==> config.mk <==
export PLATFORM = sky130hd
export DESIGN_NAME = circle_point_rasterizer_core
export DESIGN_NICKNAME = d
export VERILOG_FILES = /design/src/sv/cpr_pkg.sv /design/src/sv/cpr_front.sv /design/src/sv/cpr_queue.sv /design/src/sv/cpr_back.sv /design/src/sv/circle_point_rasterizer_core.sv
export SDC_FILE = /design/constraint.sdc
export NUM_CORES = 1
export LEC_CHECK = 0
export BUFFER_PORTS_ARGS = -buffer_cell sky130_fd_sc_hd__buf_2
export CAP_MARGIN = 20
export CORE_ASPECT_RATIO = 0.5
export CORE_UTILIZATION = 35
export CTS_CLUSTER_SIZE = 16
export DETAILED_ROUTE_END_ITERATION = 10
export GPL_TIMING_DRIVEN = 0
export SYNTH_ARGS = -nofsm -noshare
export SYNTH_HDL_FRONTEND = slang
export SYNTH_SLANG_ARGS = --single-unit
export TNS_END_PERCENT = 100
==> constraint.sdc <==
create_clock -name i_clk -period 10.33 [get_ports i_clk]
set_input_delay 2.066 -clock i_clk [delete_from_list [all_inputs] [get_ports i_clk]]
set_output_delay 2.066 -clock i_clk [all_outputs]
set_load 0.1 [all_outputs]
==> src/sv/cpr_pkg.sv <==
package cpr_pkg;

    // Internal coordinate width: centre, x and y offsets
    localparam int COORD_BITS  = 10;
    // Fixed port field widths
    localparam int FIELD_W     = 10;
    localparam int RADIUS_W    = 9;
    localparam int PITCH_W     = 8;
    localparam int OFFSET_W    = 18;
    localparam int BIT_W       = 3;
    localparam int DEC_BITS    = 14;
    localparam int CFG_IDX_W   = 2;

    // Eight octant-mirrored points per item
    localparam int NUM_POINTS  = 8;
    localparam int PT_IDX_W    = 3;

    // Signed point coordinate: centre +/- offset plus a sign bit
    localparam int PCOORD_W    = COORD_BITS + 2;
    // Stored on-screen coordinate: non-negative, up to twice the centre range
    localparam int SCOORD_W    = COORD_BITS + 1;
    localparam int PROD_W      = SCOORD_W + PITCH_W;
    localparam int SUM_W       = PROD_W + 1;

    // Queue between front and back
    localparam int QUEUE_DEPTH = 2;
    localparam int QPTR_W      = 1;
    localparam int QCNT_W      = 2;

    // Register indexes of the configuration port
    localparam logic [CFG_IDX_W-1:0] CFG_SCREEN_WIDTH  = 2'd0;
    localparam logic [CFG_IDX_W-1:0] CFG_SCREEN_HEIGHT = 2'd1;
    localparam logic [CFG_IDX_W-1:0] CFG_ROW_PITCH     = 2'd2;

    localparam logic [FIELD_W-1:0] RST_SCREEN_WIDTH  = 10'd640;
    localparam logic [FIELD_W-1:0] RST_SCREEN_HEIGHT = 10'd400;
    localparam logic [PITCH_W-1:0] RST_ROW_PITCH     = 8'd80;

    // Decision constants of the midpoint recurrence
    localparam logic [DEC_BITS-1:0] DEC_START = 14'd3;
    localparam logic [DEC_BITS-1:0] DEC_INC_E = 14'd6;
    localparam logic [DEC_BITS-1:0] DEC_INC_SE = 14'd10;

    typedef enum logic {
        OP_START = 1'b0,
        OP_STEP  = 1'b1
    } t_op;

    typedef struct packed {
        logic [FIELD_W-1:0] width;
        logic [FIELD_W-1:0] height;
        logic [PITCH_W-1:0] pitch;
    } t_screen_cfg;

    // One octant set to draw: centre, offset and completion flag
    typedef struct packed {
        logic [COORD_BITS-1:0] cx;
        logic [COORD_BITS-1:0] cy;
        logic [COORD_BITS-1:0] x;
        logic [COORD_BITS-1:0] y;
        logic                  done;
    } t_job;

    typedef struct packed {
        logic valid;
        t_job job;
    } t_push;

endpackage

==> src/sv/cpr_front.sv <==
module cpr_front import cpr_pkg::*; (
    input  logic                i_clk,
    input  logic                i_rst_n,
    input  logic                i_valid,
    input  logic                i_full,
    input  t_op                 i_op,
    input  logic [FIELD_W-1:0]  i_center_x,
    input  logic [FIELD_W-1:0]  i_center_y,
    input  logic [RADIUS_W-1:0] i_radius,
    output logic                o_ready,
    output t_push               o_push
);

    logic [COORD_BITS-1:0] r_cx, r_cy, r_x, r_y;
    logic [COORD_BITS-1:0] n_cx, n_cy, n_x, n_y;
    logic [DEC_BITS-1:0]   r_dec, n_dec;
    logic                  r_active, n_active;
    logic                  accept;
    logic                  done;

    assign o_ready = !i_full;
    assign accept  = i_valid && o_ready;

    always_comb begin
        n_cx     = r_cx;
        n_cy     = r_cy;
        n_x      = r_x;
        n_y      = r_y;
        n_dec    = r_dec;
        n_active = r_active;
        o_push.valid = 1'b0;
        if (accept) begin
            case (i_op)
                OP_START: begin
                    n_cx  = COORD_BITS'(i_center_x);
                    n_cy  = COORD_BITS'(i_center_y);
                    n_x   = '0;
                    n_y   = COORD_BITS'(i_radius);
                    n_dec = DEC_START - (DEC_BITS'(n_y) << 1);
                    o_push.valid = 1'b1;
                end
                OP_STEP: begin
                    // step while idle: drop
                    if (r_active) begin
                        n_x = r_x + 1'b1;
                        if (r_dec[DEC_BITS-1]) begin
                            n_dec = r_dec + DEC_BITS'({n_x, 2'b00}) + DEC_INC_E;
                        end else begin
                            n_y   = r_y - 1'b1;
                            n_dec = r_dec + DEC_BITS'({n_x, 2'b00})
                                  - DEC_BITS'({n_y, 2'b00}) + DEC_INC_SE;
                        end
                        o_push.valid = 1'b1;
                    end
                end
                default: ;
            endcase
        end
        done = !(n_x < n_y);
        if (o_push.valid) begin
            n_active = !done;
        end
        o_push.job.cx   = n_cx;
        o_push.job.cy   = n_cy;
        o_push.job.x    = n_x;
        o_push.job.y    = n_y;
        o_push.job.done = done;
    end

    always_ff @(posedge i_clk) begin
        if (!i_rst_n) begin
            r_cx     <= '0;
            r_cy     <= '0;
            r_x      <= '0;
            r_y      <= '0;
            r_dec    <= '0;
            r_active <= 1'b0;
        end else begin
            r_cx     <= n_cx;
            r_cy     <= n_cy;
            r_x      <= n_x;
            r_y      <= n_y;
            r_dec    <= n_dec;
            r_active <= n_active;
        end
    end

endmodule

==> src/sv/cpr_queue.sv <==
module cpr_queue import cpr_pkg::*; (
    input  logic  i_clk,
    input  logic  i_rst_n,
    input  t_push i_push,
    input  logic  i_pop,
    output logic  o_full,
    output logic  o_valid,
    output t_job  o_job
);

    t_job              r_mem [QUEUE_DEPTH];
    logic [QPTR_W-1:0] r_wptr, r_rptr;
    logic [QCNT_W-1:0] r_count;
    logic              do_push, do_pop;

    assign o_full  = (r_count == QCNT_W'(QUEUE_DEPTH));
    assign o_valid = (r_count != '0);
    assign o_job   = r_mem[r_rptr];
    assign do_push = i_push.valid && !o_full;
    assign do_pop  = i_pop && o_valid;

    always_ff @(posedge i_clk) begin
        if (do_push) begin
            r_mem[r_wptr] <= i_push.job;
        end
    end

    always_ff @(posedge i_clk) begin
        if (!i_rst_n) begin
            r_wptr  <= '0;
            r_rptr  <= '0;
            r_count <= '0;
        end else begin
            if (do_push) begin
                r_wptr <= r_wptr + 1'b1;
            end
            if (do_pop) begin
                r_rptr <= r_rptr + 1'b1;
            end
            case ({do_push, do_pop})
                2'b10:   r_count <= r_count + 1'b1;
                2'b01:   r_count <= r_count - 1'b1;
                default: r_count <= r_count;
            endcase
        end
    end

endmodule

==> src/sv/cpr_back.sv <==
module cpr_back import cpr_pkg::*; (
    input  logic                i_clk,
    input  logic                i_rst_n,
    input  t_screen_cfg         i_cfg,
    input  logic                i_job_valid,
    input  t_job                i_job,
    output logic                o_pop,
    output logic                o_valid,
    input  logic                i_ready,
    output logic [OFFSET_W-1:0] o_byte_offset,
    output logic [BIT_W-1:0]    o_bit_index,
    output logic                o_last,
    output logic                o_done
);

    logic                  r_busy;
    logic [NUM_POINTS-1:0] r_mask, n_mask;
    logic [SCOORD_W-1:0]   r_col [NUM_POINTS];
    logic [SCOORD_W-1:0]   r_row [NUM_POINTS];
    logic                  r_done;

    logic                  r_ovalid;
    logic [OFFSET_W-1:0]   r_offset;
    logic [BIT_W-1:0]      r_bit;
    logic                  r_last, r_odone;

    logic signed [PCOORD_W-1:0] cx_s, cy_s, x_s, y_s;
    logic signed [PCOORD_W-1:0] pc [NUM_POINTS];
    logic signed [PCOORD_W-1:0] pr [NUM_POINTS];
    logic [NUM_POINTS-1:0]      load_mask;

    logic                  out_adv, emit, finish, load;
    logic [PT_IDX_W-1:0]   sel;
    logic [NUM_POINTS-1:0] remain;
    logic [SCOORD_W-1:0]   col, row;
    logic [PROD_W-1:0]     prod;
    logic [SUM_W-1:0]      sum;

    // Mirror the offset into the eight octants and flag the on-screen points
    always_comb begin
        cx_s = PCOORD_W'(i_job.cx);
        cy_s = PCOORD_W'(i_job.cy);
        x_s  = PCOORD_W'(i_job.x);
        y_s  = PCOORD_W'(i_job.y);
        pc[0] = cx_s - y_s;  pr[0] = cy_s - x_s;
        pc[1] = cx_s + y_s;  pr[1] = cy_s - x_s;
        pc[2] = cx_s - y_s;  pr[2] = cy_s + x_s;
        pc[3] = cx_s + y_s;  pr[3] = cy_s + x_s;
        pc[4] = cx_s - x_s;  pr[4] = cy_s - y_s;
        pc[5] = cx_s + x_s;  pr[5] = cy_s - y_s;
        pc[6] = cx_s - x_s;  pr[6] = cy_s + y_s;
        pc[7] = cx_s + x_s;  pr[7] = cy_s + y_s;
        for (int i = 0; i < NUM_POINTS; i++) begin
            load_mask[i] = !pc[i][PCOORD_W-1] && !pr[i][PCOORD_W-1]
                && (pc[i][SCOORD_W-1:0] < SCOORD_W'(i_cfg.width))
                && (pr[i][SCOORD_W-1:0] < SCOORD_W'(i_cfg.height));
        end
    end

    // Pick the lowest pending point
    always_comb begin
        sel = '0;
        for (int i = NUM_POINTS - 1; i >= 0; i--) begin
            if (r_mask[i]) begin
                sel = PT_IDX_W'(i);
            end
        end
        remain = r_mask & ~(NUM_POINTS'(1) << sel);
    end

    assign out_adv = !r_ovalid || i_ready;
    assign emit    = r_busy && (r_mask != '0) && out_adv;
    assign finish  = r_busy && ((r_mask == '0) || (emit && (remain == '0)));
    assign load    = i_job_valid && (!r_busy || finish);
    assign o_pop   = load;

    assign col  = r_col[sel];
    assign row  = r_row[sel];
    assign prod = PROD_W'(row) * PROD_W'(i_cfg.pitch);
    assign sum  = SUM_W'(prod) + SUM_W'(col >> 3);

    always_comb begin
        n_mask = r_mask;
        if (load) begin
            n_mask = load_mask;
        end else if (emit) begin
            n_mask = remain;
        end
    end

    always_ff @(posedge i_clk) begin
        if (load) begin
            for (int i = 0; i < NUM_POINTS; i++) begin
                r_col[i] <= pc[i][SCOORD_W-1:0];
                r_row[i] <= pr[i][SCOORD_W-1:0];
            end
            r_done <= i_job.done;
        end
        if (emit) begin
            r_offset <= sum[OFFSET_W-1:0];
            r_bit    <= BIT_W'(3'd7 - col[2:0]);
            r_last   <= (remain == '0);
            r_odone  <= r_done;
        end
    end

    always_ff @(posedge i_clk) begin
        if (!i_rst_n) begin
            r_busy   <= 1'b0;
            r_mask   <= '0;
            r_ovalid <= 1'b0;
        end else begin
            r_mask <= n_mask;
            if (load) begin
                r_busy <= 1'b1;
            end else if (finish) begin
                r_busy <= 1'b0;
            end
            if (out_adv) begin
                r_ovalid <= emit;
            end
        end
    end

    assign o_valid       = r_ovalid;
    assign o_byte_offset = r_offset;
    assign o_bit_index   = r_bit;
    assign o_last        = r_last;
    assign o_done        = r_odone;

endmodule

==> src/sv/circle_point_rasterizer_core.sv <==
// Midpoint circle rasterizer: turns circle commands into frame buffer
// set-requests for a 1-bit-per-pixel display.
//
// Input stream (s_axis): tuser is the operation, start (0) or step (1).
// A start loads centre and radius and emits the points at offset (0, r);
// each step advances x by one and emits the next eight mirrored points.
// A step with no circle in progress is accepted and produces nothing.
// Output stream (m_axis): one beat per on-screen point, carrying the byte
// offset and bit index; tlast marks the final beat of an input item and
// tuser flags beats of the item that completes the circle. Items whose
// points all fall off screen give no beats.
// An item passes through the queue and the generator's point mask, and
// each beat through the output register; the generator emits one beat per
// cycle while the receiver does not stall, eight at most per item.
// A two-entry queue parts the command front end from the point generator,
// so commands are taken while earlier points still drain.
// When the receiver stalls, the output beat holds and the generator waits;
// commands back up into the queue, then tready falls.
// Reset clears the circle state, the queue and the output valid, and loads
// screen 640x400 with a row pitch of 80 bytes.
module circle_point_rasterizer_core import cpr_pkg::*; (
    input  logic                 i_clk,
    input  logic                 i_rst_n,
    // Configuration write port
    input  logic                 i_cfg_we,
    input  logic [CFG_IDX_W-1:0] i_cfg_addr,
    input  logic [FIELD_W-1:0]   i_cfg_wdata,
    // Command input
    input  logic                 i_s_axis_tvalid,
    output logic                 o_s_axis_tready,
    input  logic [31:0]          i_s_axis_tdata,  // center_x[9:0], center_y[19:10], radius[28:20]
    input  logic [0:0]           i_s_axis_tuser,  // operation[0]
    // Pixel set-request output
    output logic                 o_m_axis_tvalid,
    input  logic                 i_m_axis_tready,
    output logic [23:0]          o_m_axis_tdata,  // byte_offset[17:0], bit_index[20:18]
    output logic                 o_m_axis_tlast,  // last_of_step
    output logic [0:0]           o_m_axis_tuser   // circle_done[0]
);

    t_screen_cfg         r_cfg;
    t_push               push;
    t_job                head_job;
    logic                q_full, q_valid, pop;
    logic [OFFSET_W-1:0] byte_offset;
    logic [BIT_W-1:0]    bit_index;
    logic                last_of_step, circle_done;
    t_op                 op;

    // Configuration registers: write only; the user must write them only while idle, the block does not enforce it
    always_ff @(posedge i_clk) begin
        if (!i_rst_n) begin
            r_cfg.width  <= RST_SCREEN_WIDTH;
            r_cfg.height <= RST_SCREEN_HEIGHT;
            r_cfg.pitch  <= RST_ROW_PITCH;
        end else if (i_cfg_we) begin
            case (i_cfg_addr)
                CFG_SCREEN_WIDTH:  r_cfg.width  <= i_cfg_wdata;
                CFG_SCREEN_HEIGHT: r_cfg.height <= i_cfg_wdata;
                CFG_ROW_PITCH:     r_cfg.pitch  <= i_cfg_wdata[PITCH_W-1:0];
                default: ;
            endcase
        end
    end

    assign op = t_op'(i_s_axis_tuser[0]);

    // Front: decode commands and advance the midpoint recurrence
    cpr_front u_front (
        .i_clk      (i_clk),
        .i_rst_n    (i_rst_n),
        .i_valid    (i_s_axis_tvalid),
        .i_full     (q_full),
        .i_op       (op),
        .i_center_x (i_s_axis_tdata[9:0]),
        .i_center_y (i_s_axis_tdata[19:10]),
        .i_radius   (i_s_axis_tdata[28:20]),
        .o_ready    (o_s_axis_tready),
        .o_push     (push)
    );

    // Hold octant sets until the generator is free
    cpr_queue u_queue (
        .i_clk   (i_clk),
        .i_rst_n (i_rst_n),
        .i_push  (push),
        .i_pop   (pop),
        .o_full  (q_full),
        .o_valid (q_valid),
        .o_job   (head_job)
    );

    // Back: clip and address one point per cycle while the output is not stalled
    cpr_back u_back (
        .i_clk         (i_clk),
        .i_rst_n       (i_rst_n),
        .i_cfg         (r_cfg),
        .i_job_valid   (q_valid),
        .i_job         (head_job),
        .o_pop         (pop),
        .o_valid       (o_m_axis_tvalid),
        .i_ready       (i_m_axis_tready),
        .o_byte_offset (byte_offset),
        .o_bit_index   (bit_index),
        .o_last        (last_of_step),
        .o_done        (circle_done)
    );

    assign o_m_axis_tdata = {3'b000, bit_index, byte_offset};
    assign o_m_axis_tlast = last_of_step;
    assign o_m_axis_tuser = circle_done;

endmodule

==> results.ini <==
[placed_design]
hpwl_um=43300
place_inst=3049
port_buffers=71
gp_congestion=0.925

[timing]
maxSlewViolCount=0
worst_slew_margin_rel_pct=31.2
fin_setup_tns_ns=0
fin_crit_ns=6.69
finalCritPeriodShare_pct=64.8
tightest_slew_ns=1.00
max_freq_mhz=149
whs_ns=0.438
setup_viol=0
fin_worst_skew_ns=0.0181
finalHoldViolations=0
grt_setup_unrepaired=false

[logic_synthesis]
ys_async_sr_fraction_pct=0
syn_inst=2160
yosys.area_share.adder_pct=20.8
netlist_area_mm2=0.0210
ys_seq_elements=287
synth_top_flop_cell=edfxtp_1
synth_xor_area_share_pct=4.53
synth-edff-count=190
yosysSeqAreaShare_pct=36.4
synth_mux_area_share_pct=3.81
synth_cell_types=100
synth_top_family_by_area=adder cells
yosys_warnings=0
avgSynthCellArea_um2=9.73
synth_compound_area_share_pct=14.2
yosys.area_share.simple_pct=14.9

[worst_setup_path]
cp_slowest_stage_delay_ns=0.59
cp-end-kind=flip-flop
critPathKind=flip-flop to flip-flop
timing.rr.end=u_back.o_byte_offset[16]
cp_slowest_cell=fa_1
required_ns=10.66
worst_setup_path_start_kind=flip-flop
path_cells=nor2_1 -> nand2_1 -> a21oi_2 -> clkbuf_1 -> clkbuf_1 -> nand3_1 -> o21ai_0 -> fa_1 -> inv_1 -> fa_1 -> ha_1 -> inv_1 -> fa_1 -> inv_1 -> ha_1 -> a21o_1 -> a21o_1 -> a21oi_1 -> o21ai_0 -> a211oi_1 -> o31ai_1 -> a21oi_1 -> xnor2_1
crit_fanout=10
reg2reg_depth=23
r2r_setup_slack_ns=3.64
rr_startpoint=u_back.r_mask[0]
arrival_ns=7.03
crit_start=u_back.r_mask[0]

[clocking]
root_buffer=clkbuf_16
htree_levels=1
clk_latency_ns=0.60
cts_tree=yes
cts_setup_buffers=0
cts_resized=0
cts_buffer_depth=3
hold_buffers=0
cts_made_buffers=31
clk_pin_slew_ns=0.06
cts_num_sinks=287

[hold_path]
min_path_cells=0
hp-class=flip-flop to flip-flop
holdPathEnd=u_back.o_done
hp-start=u_back.r_done

[die]
coreArea_mm2=0.0593
die_area_mm2=0.0611
rows=63
die_w_um=349
io-pin-count=78
initial_core_util_pct=35.5
fp.dieH_um=175

[global_routing]
grt_pass1_vias=15200
grt_max_degree=58
overflow=0
grt_pass1_wl_um=83700
grt_usage_pct=17.5
antenna_found_initial=0

[detailed_routing]
viasPerCell=5.04
drt_iter0_drc=1026
ant_nets=0
drt-total-wl_um=54100
wire_per_inst_um=17.4
drc=2
first_pass_iters=11
num_vias=15700

[final_layout]
seqCellArea_mm2=0.00765
diodes=0
layout.nets=2629
finalNonFillerCells=3109
fill_cells=5886
synthToLayoutAreaGrowth_pct=12.5
layout-drive-gt1-share_pct=9.53
multi_input_area_mm2=0.0123

[run_status]
outcome=finished, violations left
violations=DRC

[run]
maxCapViolCount=0

==> cell type report <==
class	instances	share of cell area [%]
Clock buffer	41	3.94
Buffer	68	1.20
Multi-Input combinational cell	1586	51.9
Timing Repair Buffer	77	1.96
Clock inverter	17	0.863
Sequential cell	287	32.3
Inverter	221	3.51
Tap cell	812	4.30
==> critical path, delay by kind of cell (launching register included) <==
family                   cells  cell delay [ns]
flip-flops                   1             0.35
AND/OR/NAND/NOR              3             0.64
adder cells (fa/ha/maj)      5             2.07
buffers and inverters        5             1.16
XOR/XNOR                     1             0.08
AO/OA/AOI/OAI                9             2.12
==> worst max-delay path by stage <==
stage / to / slack, ns / cells after the start
2_1_floorplan: u_back.o_byte_offset[16] / 4.89 / 23
3_3_place_gp: u_back.o_byte_offset[16] / 3.61 / 23
3_5_place_dp: u_back.o_byte_offset[17] / 3.59 / 22
4_1_cts: u_back.o_byte_offset[16] / 3.55 / 23
5_1_grt: u_back.o_byte_offset[17] / 3.05 / 22
6_report: u_back.o_byte_offset[16] / 3.64 / 23
==> cells in the final DEF, fill, tap and decap left out, types with 18 or more instances in the layout <==
master / count
nor2b_1: 27
clkbuf_1: 48
xnor2_1: 53
and2_1: 73
nand2b_1: 23
edfxtp_1: 190
o21a_1: 18
nor2_1: 130
a21o_1: 35
clkbuf_16: 34
ha_1: 237
inv_1: 218
dfxtp_1: 97
xor2_1: 52
buf_2: 78
fa_1: 70
o21ai_0: 81
a21oi_1: 135
nand3_1: 31
mux2_2: 30
nand2_1: 234
nor3_1: 31
mux2i_1: 44
==> Yosys cell counts, types with 10 or more instances <==
library cell	number	area, um2
o21ai_0	81	405
edfxtp_1	190	5710
nor2b_1	27	169
fa_1	70	1400
a31oi_1	17	106
xor2_1	52	455
nand2b_1	23	144
a22oi_1	10	75.1
o21a_1	18	135
o211ai_1	16	120
nand2_1	234	878
mux2i_1	44	440
o21bai_1	15	113
a21o_1	35	263
a211oi_1	15	113
nor3_1	31	155
xnor2_1	53	464
ha_1	237	2970
mux2_2	30	338
a21boi_0	12	90.1
nand4_1	11	68.8
and2_1	73	457
and3_1	13	81.3
or3_1	11	68.8
nand3_1	31	155
inv_1	218	818
nor2_1	131	492
a21oi_1	135	676
clkbuf_1	47	176
dfxtp_1	97	1940
==> per-stage QoR <==
step	util [%]	cell area (um2)	setup WS (ns)
floorplan	-	21000	4.89
global placement	37.8	22400	3.61
detailed placement	38.0	22500	3.59
CTS	39.9	23600	3.55
global route	39.9	23600	3.05
finish	39.9	23600	3.64
==> layer usage <==
layer	GRT usage (%)	part of all wire [%]	routed length [um]	vias to the layer above
met4	4.68	2.7	1460	0
li1	-	-	-	7799
met3	2.04	4.2	2290	78
met5	0	0	0	-
met1	24.3	48	25800	7449
met2	29.0	45	24600	336
==> registers in the layout, indices dropped and copies added, names as in the netlist, 2 cells and up, named ones only <==
signal,flops
r_cfg,28
u_back.o_bit_index,3
u_front.r_dec,13
u_front.r_x,10
u_front.r_cx,10
u_back.o_byte_offset,18
u_queue.r_mem,82
u_back.r_row,42
u_back.r_mask,8
u_front.r_y,10
u_queue.r_count,2
u_front.r_cy,10
u_back.r_col,42
==> cells by family after synthesis <==
logic type | Yosys count
other | 1
AO/OA/AOI/OAI | 451
flip-flops | 287
multiplexers | 75
AND/OR/NAND/NOR | 642
buffers and inverters | 289
adder cells (fa/ha/maj) | 308
XOR/XNOR | 107
Power is left out: the tool's default activity adds up to more than one toggle a clock period on the data nets, which glitch-free logic cannot reach.
